--- src/rtl/core/h2sp_pkg.sv ---
// ----------------------------------------------------------------------------
// h2sp_pkg
// Types and constants shared by the SETTINGS payload parser.
// ----------------------------------------------------------------------------
`default_nettype none

package h2sp_pkg;

  // One input item: a payload byte or an empty-payload marker.
  typedef struct packed {
    logic       mode;
    logic [7:0] payload_byte;
    logic       last_byte;
  } in_item_t;

  // One result item: status and the committed settings.
  typedef struct packed {
    logic        status;
    logic [31:0] table_size;
    logic        push_enabled;
    logic [31:0] max_streams;
    logic [31:0] window_size;
    logic [31:0] frame_size;
    logic [31:0] header_list_size;
  } out_item_t;

  // A full set of settings, working or committed.
  typedef struct packed {
    logic [31:0] table_size;
    logic        push_enabled;
    logic [31:0] max_streams;
    logic [31:0] window_size;
    logic [31:0] frame_size;
    logic [31:0] header_list_size;
  } settings_t;

  // What one step of the parser hands to the top level.
  typedef struct packed {
    logic emit;
    logic status;
    logic commit;
  } step_res_t;

  // Input modes.
  localparam logic MODE_BYTE  = 1'b0;
  localparam logic MODE_EMPTY = 1'b1;

  // Result status codes.
  localparam logic STATUS_OK      = 1'b0;
  localparam logic STATUS_BAD_LEN = 1'b1;

  // Byte position inside a six-byte entry.
  localparam logic [2:0] PH_ID_HI  = 3'd0;
  localparam logic [2:0] PH_ID_LO  = 3'd1;
  localparam logic [2:0] PH_VAL_B3 = 3'd2;
  localparam logic [2:0] PH_VAL_B2 = 3'd3;
  localparam logic [2:0] PH_VAL_B1 = 3'd4;
  localparam logic [2:0] PH_VAL_B0 = 3'd5;

  // Setting identifiers.
  localparam logic [15:0] ID_TABLE_SIZE  = 16'd1;
  localparam logic [15:0] ID_ENABLE_PUSH = 16'd2;
  localparam logic [15:0] ID_MAX_STREAMS = 16'd3;
  localparam logic [15:0] ID_WINDOW_SIZE = 16'd4;
  localparam logic [15:0] ID_FRAME_SIZE  = 16'd5;
  localparam logic [15:0] ID_LIST_SIZE   = 16'd6;

  // Configuration register indexes.
  localparam logic [1:0] CFG_TABLE_SIZE  = 2'd0;
  localparam logic [1:0] CFG_MAX_STREAMS = 2'd1;
  localparam logic [1:0] CFG_WINDOW_SIZE = 2'd2;
  localparam logic [1:0] CFG_FRAME_SIZE  = 2'd3;

  // Reset values of the configuration registers.
  localparam logic [31:0] RST_TABLE_SIZE  = 32'd4096;
  localparam logic [31:0] RST_MAX_STREAMS = 32'd100;
  localparam logic [31:0] RST_WINDOW_SIZE = 32'd65535;
  localparam logic [31:0] RST_FRAME_SIZE  = 32'd16384;

  // Default header list size: unlimited.
  localparam logic [31:0] ALL_ONES = 32'hFFFF_FFFF;

  // Committed copy after reset: the register reset values.
  localparam settings_t KEPT_RST = '{
    table_size:       RST_TABLE_SIZE,
    push_enabled:     1'b1,
    max_streams:      RST_MAX_STREAMS,
    window_size:      RST_WINDOW_SIZE,
    frame_size:       RST_FRAME_SIZE,
    header_list_size: ALL_ONES
  };

  // Working copy after reset: cleared, with push enabled.
  localparam settings_t WORK_RST = '{
    table_size:       32'd0,
    push_enabled:     1'b1,
    max_streams:      32'd0,
    window_size:      32'd0,
    frame_size:       32'd0,
    header_list_size: 32'd0
  };

endpackage

`default_nettype wire

--- src/rtl/core/h2sp_core.sv ---
// ----------------------------------------------------------------------------
// h2sp_core
// Entry assembly and working copy of the settings; one item per step.
// ----------------------------------------------------------------------------
`default_nettype none

module h2sp_core
  import h2sp_pkg::*;
(
  input  wire logic      clk,
  input  wire logic      rst,
  input  wire logic      step,
  input  wire in_item_t  item,
  input  wire settings_t dflt,
  output step_res_t      res,
  output settings_t      commit_set
);

  logic [2:0]  phase;
  logic [2:0]  phase_next;
  logic        in_payload;
  logic        in_payload_next;
  logic [15:0] ident;
  logic [15:0] ident_next;
  logic [23:0] value;
  logic [23:0] value_next;
  settings_t   work;
  settings_t   work_next;
  logic [2:0]  cur_phase;
  logic [31:0] word;

  // Next state of the entry assembler and the working copy.
  always_comb begin
    phase_next      = phase;
    in_payload_next = in_payload;
    ident_next      = ident;
    value_next      = value;
    work_next       = work;
    res             = '0;
    commit_set      = dflt;
    // A new payload starts from the defaults at its first byte.
    cur_phase       = in_payload ? phase : PH_ID_HI;
    word            = {value, item.payload_byte};

    if (item.mode == MODE_EMPTY) begin
      // Empty payload: drop any partial payload and commit the defaults.
      phase_next      = PH_ID_HI;
      in_payload_next = 1'b0;
      ident_next      = '0;
      value_next      = '0;
      res.emit        = 1'b1;
      res.status      = STATUS_OK;
      res.commit      = 1'b1;
      commit_set      = dflt;
    end else begin
      if (!in_payload) begin
        work_next = dflt;
      end
      in_payload_next = 1'b1;

      unique case (cur_phase)
        PH_ID_LO: begin
          ident_next = {ident[15:8], item.payload_byte};
          phase_next = PH_VAL_B3;
        end
        PH_VAL_B3, PH_VAL_B2, PH_VAL_B1: begin
          value_next = {value[15:0], item.payload_byte};
          phase_next = cur_phase + 3'd1;
        end
        PH_VAL_B0: begin
          // The entry is complete: update its setting, ignore unknown ones.
          case (ident)
            ID_TABLE_SIZE:  work_next.table_size       = word;
            ID_ENABLE_PUSH: work_next.push_enabled     = |word;
            ID_MAX_STREAMS: work_next.max_streams      = word;
            ID_WINDOW_SIZE: work_next.window_size      = word;
            ID_FRAME_SIZE:  work_next.frame_size       = word;
            ID_LIST_SIZE:   work_next.header_list_size = word;
            default: ;
          endcase
          value_next = '0;
          phase_next = PH_ID_HI;
        end
        default: begin
          ident_next = {item.payload_byte, 8'h00};
          value_next = '0;
          phase_next = PH_ID_LO;
        end
      endcase

      // Last byte: commit only if the payload ended on an entry boundary.
      if (item.last_byte) begin
        res.emit        = 1'b1;
        res.status      = (phase_next != PH_ID_HI) ? STATUS_BAD_LEN : STATUS_OK;
        res.commit      = (phase_next == PH_ID_HI);
        commit_set      = work_next;
        in_payload_next = 1'b0;
        phase_next      = PH_ID_HI;
        ident_next      = '0;
        value_next      = '0;
      end
    end
  end

  // Parser state registers.
  always_ff @(posedge clk) begin
    if (rst) begin
      phase      <= PH_ID_HI;
      in_payload <= 1'b0;
      ident      <= '0;
      value      <= '0;
      work       <= WORK_RST;
    end else if (step) begin
      phase      <= phase_next;
      in_payload <= in_payload_next;
      ident      <= ident_next;
      value      <= value_next;
      work       <= work_next;
    end
  end

endmodule

`default_nettype wire

--- src/rtl/core/http2_settings_parser.sv ---
// ----------------------------------------------------------------------------
// http2_settings_parser
// Byte-serial SETTINGS payload parser with committed settings output.
// ----------------------------------------------------------------------------
// The block takes one item per clock cycle for any payload while the output
// register is not stalled. An accepted item is held in an input register and
// processed once the output register is free or being emptied; its result is
// then loaded into the output register. Results come only on a last byte or
// an empty-payload item and always carry the committed settings. The default
// registers may be written only while the block is idle; a write takes effect
// at the start of the next payload.
`default_nettype none

module http2_settings_parser
  import h2sp_pkg::*;
(
  input  wire logic        clk,
  input  wire logic        rst,
  input  wire logic        in_valid,
  output logic             in_ready,
  input  wire in_item_t    in_item,
  output logic             out_valid,
  input  wire logic        out_ready,
  output out_item_t        out_item,
  input  wire logic        cfg_we,
  input  wire logic [1:0]  cfg_idx,
  input  wire logic [31:0] cfg_data
);

  logic [31:0] dflt_table;
  logic [31:0] dflt_streams;
  logic [31:0] dflt_window;
  logic [31:0] dflt_frame;
  settings_t   dflt;
  settings_t   kept;
  settings_t   kept_next;
  settings_t   commit_set;
  step_res_t   res;
  in_item_t    held;
  logic        held_valid;
  logic        advance;

  // Configuration registers.
  always_ff @(posedge clk) begin
    if (rst) begin
      dflt_table   <= RST_TABLE_SIZE;
      dflt_streams <= RST_MAX_STREAMS;
      dflt_window  <= RST_WINDOW_SIZE;
      dflt_frame   <= RST_FRAME_SIZE;
    end else if (cfg_we) begin
      unique case (cfg_idx)
        CFG_TABLE_SIZE:  dflt_table   <= cfg_data;
        CFG_MAX_STREAMS: dflt_streams <= cfg_data;
        CFG_WINDOW_SIZE: dflt_window  <= cfg_data;
        CFG_FRAME_SIZE:  dflt_frame   <= cfg_data;
        default: ;
      endcase
    end
  end

  // Defaults loaded at each payload start.
  always_comb begin
    dflt.table_size       = dflt_table;
    dflt.push_enabled     = 1'b1;
    dflt.max_streams      = dflt_streams;
    dflt.window_size      = dflt_window;
    dflt.frame_size       = dflt_frame;
    dflt.header_list_size = ALL_ONES;
  end

  // The held item moves on when the output register can take a result.
  assign advance  = held_valid && (!out_valid || out_ready);
  assign in_ready = !held_valid || advance;

  // Input register.
  always_ff @(posedge clk) begin
    if (rst) begin
      held_valid <= 1'b0;
    end else if (in_ready) begin
      held_valid <= in_valid;
    end
  end

  always_ff @(posedge clk) begin
    if (in_valid && in_ready) begin
      held <= in_item;
    end
  end

  h2sp_core u_core (
    .clk        (clk),
    .rst        (rst),
    .step       (advance),
    .item       (held),
    .dflt       (dflt),
    .res        (res),
    .commit_set (commit_set)
  );

  // Committed copy of the settings.
  assign kept_next = res.commit ? commit_set : kept;

  always_ff @(posedge clk) begin
    if (rst) begin
      kept <= KEPT_RST;
    end else if (advance) begin
      kept <= kept_next;
    end
  end

  // Output register.
  always_ff @(posedge clk) begin
    if (rst) begin
      out_valid <= 1'b0;
    end else if (advance && res.emit) begin
      out_valid <= 1'b1;
    end else if (out_ready) begin
      out_valid <= 1'b0;
    end
  end

  always_ff @(posedge clk) begin
    if (advance && res.emit) begin
      out_item.status           <= res.status;
      out_item.table_size       <= kept_next.table_size;
      out_item.push_enabled     <= kept_next.push_enabled;
      out_item.max_streams      <= kept_next.max_streams;
      out_item.window_size      <= kept_next.window_size;
      out_item.frame_size       <= kept_next.frame_size;
      out_item.header_list_size <= kept_next.header_list_size;
    end
  end

endmodule

`default_nettype wire

--- config.mk ---
export PLATFORM = sky130hd
export DESIGN_NAME = http2_settings_parser
export DESIGN_NICKNAME = d
export VERILOG_FILES = /design/src/rtl/core/h2sp_pkg.sv /design/src/rtl/core/h2sp_core.sv /design/src/rtl/core/http2_settings_parser.sv
export SDC_FILE = /design/constraint.sdc
export NUM_CORES = 2
export LEC_CHECK = 0
export BUFFER_PORTS_ARGS = -buffer_cell sky130_fd_sc_hd__clkbuf_2
export CAP_MARGIN = 20
export CORE_MARGIN = 8
export CORE_UTILIZATION = 40
export DETAILED_ROUTE_END_ITERATION = 10
export PLACE_DENSITY = 0.63
export SLEW_MARGIN = 20
export SYNTH_ARGS = -nofsm -noshare
export SYNTH_HDL_FRONTEND = slang
export SYNTH_SLANG_ARGS = --single-unit
--- constraint.sdc ---
create_clock -name clk -period 10.3 [get_ports clk]
set_input_delay 2.06 -clock clk [delete_from_list [all_inputs] [get_ports clk]]
set_output_delay 2.06 -clock clk [all_outputs]
set_load 0.05 [all_outputs]
==> results <==
- The die boundary width is 287 µm.
- Buffers placed on the I/O ports in this run total roughly 210.
- Setup repair after global routing left no endpoint under its margin.
- Before antenna repair, the detailed router went through 6 iterations.
- The launch instance of the worst register-to-register path is u_core.in_payload$_SDFFE_PP0P_.
- The cell area after placement is approximately 0.031 mm².
- The maximum clock frequency is 0.212 GHz.
- The effective utilization at floorplan is 40.4%.
- The number of clock sinks is roughly 670.
- Once layout is done, the placed cells without fillers occupy 0.0332 mm².
- The first global-routing pass estimated 147 mm of wire.
- The count of cells in the finished layout, fillers not included, comes to 4105.
- The detailed placement HPWL is 58.2 mm.
- The wire length per cell is 23.6 µm.
- After technology mapping, the gate count stands at 3085.
- Leaving out fill and tap cells, the most frequent cell in the layout is sky130_fd_sc_hd__dfxtp_1.
- Broken down by cell family, the worst path's largest delay share belongs to buffers and inverters.
- The worst hold path was traced through 2 stages.
- After global routing the overflow that remains totals 0.
- Among all stages on the critical path, the largest delay is contributed by sky130_fd_sc_hd__clkbuf_2.
- Clock skew on the completed layout was measured at 32.3 ps.
- The worst hold path begins at u_core.work[30]$_SDFFE_PP0P_.
- In this design, the critical path's most frequently occurring cell is sky130_fd_sc_hd__clkbuf_2.
- Of all nets on the critical path, the largest fanout is 3.
- The hold buffer count at cts is 0.
- Counting flops with a built-in enable in the synthesized netlist gives 172.
- Once placement completed, the tool counted placed cells totaling 3966.
- The pre-CTS setup slack is 5330 ps.
- Counting along the longest clock path gives a buffer depth of 3.
- The vertical die dimension is 287 µm.
- The post-synthesis area per instance is 9.55 µm².
- Summing every instance area after synthesis gives ~0.029 mm².
- The maximum level of the CTS H-tree is 3.
- For this run, the leading register cell type out of synthesis is sky130_fd_sc_hd__dfxtp_1.
- The number of distinct library cell variants in the gate-level netlist after synthesis is 56.
- The final number of max-transition violations is 0.
- At the end of the flow the core is filled with cells to 45.5%.
- In the synthesized netlist the async set-or-reset flop fraction comes to 0%.
- After detailed routing, the number of remaining DRC violations is 0.
- Subtracting the final worst setup slack from the clock period gives ~4700 ps.
- The endpoint type of the worst setup path is a primary output.
- The top cell types in the final layout, fill and taps aside, are sky130_fd_sc_hd__dfxtp_1, sky130_fd_sc_hd__nand2_1, sky130_fd_sc_hd__a21oi_1, sky130_fd_sc_hd__clkbuf_2, sky130_fd_sc_hd__edfxtp_1.
- Once detail routing completed, the nets flagged for antenna violations numbered 0.
- From synthesis to final layout, the design area changed by 12.8%.
- The required arrival time at the worst endpoint is 8240 ps.
- For this run, the register share of the synthesized area comes to 51.3%.
- The signal on the critical path passes through clkbuf_2, nor2b_1, nand2_1, clkbuf_2.
- After clock tree synthesis, the setup repair step added 0 buffers.
- The number of max-cap violations is 0.
- The clock tree from TritonCTS is built.
- The clock reaches the later pin of the worst-skew pair after between 600 and 700 ps.
- On the final layout, the worst hold slack is 461 ps.
- The aggregate global-route resource usage is 22.6%.
- For this block, the routed nets add up to 97.0 mm of wire.
- The critical path class is in -> out.
- The post-cts resize count is 0.
- The number of antenna violations at the first check in global routing is 5.
- Dividing total power by cell area gives a power density of 179 mW/mm².
- The clock-pin slew reported for the worst setup and hold paths after clock tree synthesis is 60 ps.
- Entering global routing, the biggest net connects 168 pins.
- Data arrives at the worst endpoint at ~2700 ps.
- The total via count in the routed design is 24500.
- The design draws 5.95 mW.
- The floorplan step defined a die boundary enclosing approximately 0.083 mm².
- STA classifies the critical path startpoint as an input port.
- Clock tree synthesis inserted a total of 73 buffers.
- The share of the clock period used by the worst path after layout is 45.8%.
- At the pin with the least slew margin, the transition time is 1160 ps.
- The tightest slew margin relative to the limit is 22.7%.
- The number of cell instances on the worst register-to-register path is 12.
- The number of storage elements in the synthesis netlist is 668.
- The root buffer cell chosen for the clock tree is sky130_fd_sc_hd__clkbuf_16.
- The worst hold path terminates at u_core.work[30]$_SDFFE_PP0P_.
- Fill cells in the final layout number around 7000.
- The number of DRC violations after detailed-routing iteration 0 is 2512.
- The number of nets in the final layout is between 3000 and 4000.
- In the post-route analysis, the smallest setup slack over all paths is 5580 ps.
- The number of nets handed over by synthesis was 3139.
- Adding up every negative setup slack in the final design gives 0 ps.
- The count of endpoints failing hold in the final timing report is 0.
- The number of synthesis warnings is 0.
- The largest stage delay on the critical path is 240 ps.
- The critical path contains buffers and inverters numbering 2 combined.
- The area of the core is 0.0730 mm².
- The proportion of layout cells with a drive suffix above 1 is a little over an eighth.
- At the end of routability-driven placement, the weighted congestion stood at 0.832.
- The setup check on the worst reg-to-reg path leaves a slack of 5590 ps.
- The worst register-to-register path ends at kept[155]$_SDFFE_PP0P_.
- In this run the static leakage power is 12.1 nW.
- In this run the core area contains 99 standard-cell rows.
- In the routed layout, each cell is associated on average with a via count of 5.96.
- The number of global-route vias before repair is around 23000.
- Setup violations remaining at the end of the flow were counted as 0.
- The top-level port count is 213.
- The maximum VDD drop is between 100 and 150 µV.
- The flow ran to the end, and the final reports show no timing, DRC or antenna violations.
- The type of the worst min-delay path is reg -> reg.
[area by class of cell]
class	instances	area, µm²	area share, %
Tap cell	959	1200	3.61
Sequential cell	668	15100	45.5
Multi-Input combinational cell	2076	13000	39.3
Clock inverter	35	353	1.06
Inverter	7	28.8	0.0866
Clock buffer	100	2010	6.05
Timing Repair Buffer	257	1470	4.42
Antenna cell	3	7.51	0.0226
[cells in the mapped netlist, types with 5 or more instances]
library cell | instances | area, µm²
sky130_fd_sc_hd__a211oi_2 | 6 | 75.1
sky130_fd_sc_hd__ha_1 | 5 | 62.6
sky130_fd_sc_hd__nor3_1 | 135 | 676
sky130_fd_sc_hd__buf_1 | 17 | 63.8
sky130_fd_sc_hd__inv_1 | 7 | 26.3
sky130_fd_sc_hd__a22oi_1 | 33 | 248
sky130_fd_sc_hd__buf_6 | 10 | 113
sky130_fd_sc_hd__a211oi_1 | 157 | 1180
sky130_fd_sc_hd__buf_4 | 5 | 37.5
sky130_fd_sc_hd__nand2b_1 | 141 | 882
sky130_fd_sc_hd__nand3_1 | 33 | 165
sky130_fd_sc_hd__nor4_1 | 16 | 100
sky130_fd_sc_hd__o22ai_1 | 152 | 951
sky130_fd_sc_hd__o211ai_1 | 31 | 233
sky130_fd_sc_hd__dfxtp_1 | 496 | 9930
sky130_fd_sc_hd__nor2_1 | 105 | 394
sky130_fd_sc_hd__and3_1 | 5 | 31.3
sky130_fd_sc_hd__or4_1 | 10 | 75.1
sky130_fd_sc_hd__a21oi_1 | 290 | 1450
sky130_fd_sc_hd__o21ai_1 | 7 | 35.0
sky130_fd_sc_hd__clkbuf_1 | 266 | 998
sky130_fd_sc_hd__and2_1 | 113 | 707
sky130_fd_sc_hd__nand2_1 | 346 | 1300
sky130_fd_sc_hd__or3_1 | 8 | 50.1
sky130_fd_sc_hd__a22o_1 | 107 | 937
sky130_fd_sc_hd__o21ai_0 | 66 | 330
sky130_fd_sc_hd__o221ai_1 | 12 | 105
sky130_fd_sc_hd__o221a_1 | 8 | 90.1
sky130_fd_sc_hd__edfxtp_1 | 172 | 5160
sky130_fd_sc_hd__a32o_1 | 107 | 1070
sky130_fd_sc_hd__mux2_2 | 7 | 78.8
sky130_fd_sc_hd__mux2i_1 | 107 | 1070
sky130_fd_sc_hd__a2bb2oi_1 | 24 | 210
sky130_fd_sc_hd__buf_2 | 34 | 170
[worst reg2reg max path: stages, from the launching register on]
cell	delay, ps
sky130_fd_sc_hd__dfxtp_4	350
sky130_fd_sc_hd__buf_12	480
sky130_fd_sc_hd__nand2_1	260
sky130_fd_sc_hd__inv_1	140
sky130_fd_sc_hd__ha_1	160
sky130_fd_sc_hd__ha_1	260
sky130_fd_sc_hd__inv_1	110
sky130_fd_sc_hd__a2111o_1	450
sky130_fd_sc_hd__and2_4	440
sky130_fd_sc_hd__nor3_4	230
sky130_fd_sc_hd__buf_4	600
sky130_fd_sc_hd__buf_4	780
sky130_fd_sc_hd__a32o_1	400
[power breakdown]
part	internal (mW)	total, mW	switching, mW
Combinational	0.136	0.501	0.365
Sequential	2.78	2.83	0.0482
Clock	1.51	2.62	1.12
[routing by layer]
| layer | global-route usage [%] | part of all wire [%] | vias to the layer above |
|---|---|---|---|
| met2 | 33.3 | 43 | 1074 |
| met4 | 7.94 | 3.0 | 4 |
| met1 | 32.2 | 44 | 11800 |
| li1 | - | - | 11500 |
| met5 | 0 | 0.020 | - |
| met3 | 5.26 | 9.6 | 176 |
[flip-flops by register name, indices dropped and copies added, names as in the netlist, 3 cells and up]
register,flops
dflt_frame,32
held,10
dflt_table,32
kept,161
dflt_window,32
out_item,162
u_core.value,24
u_core.work,161
u_core.ident,16
dflt_streams,32
u_core.phase,3
[how the worst max path moves through the flow]
stage	slack (ps)	endpoint	startpoint	cells after the start
floorplan	320	out_item[0]$_DFFE_PP_	out_ready	4
global placement	5370	kept[116]$_SDFFE_PP0P_	rst	5
detailed placement	5330	kept[106]$_SDFFE_PP0P_	rst	5
CTS	5530	kept[155]$_SDFFE_PP0P_	u_core.in_payload$_SDFFE_PP0P_	12
global route	5290	kept[155]$_SDFFE_PP0P_	u_core.in_payload$_SDFFE_PP0P_	12
finish	5580	in_ready	out_ready	4
[kinds of logic after synthesis]
family                   synth area share, %
buffers and inverters                   4.82
flip-flops                              51.3
multiplexers                            3.90
adder cells (fa/ha/maj)                0.212
AO/OA/AOI/OAI                           24.1
AND/OR/NAND/NOR                         15.8
No activity file was read; power rests on OpenSTA's default activity.
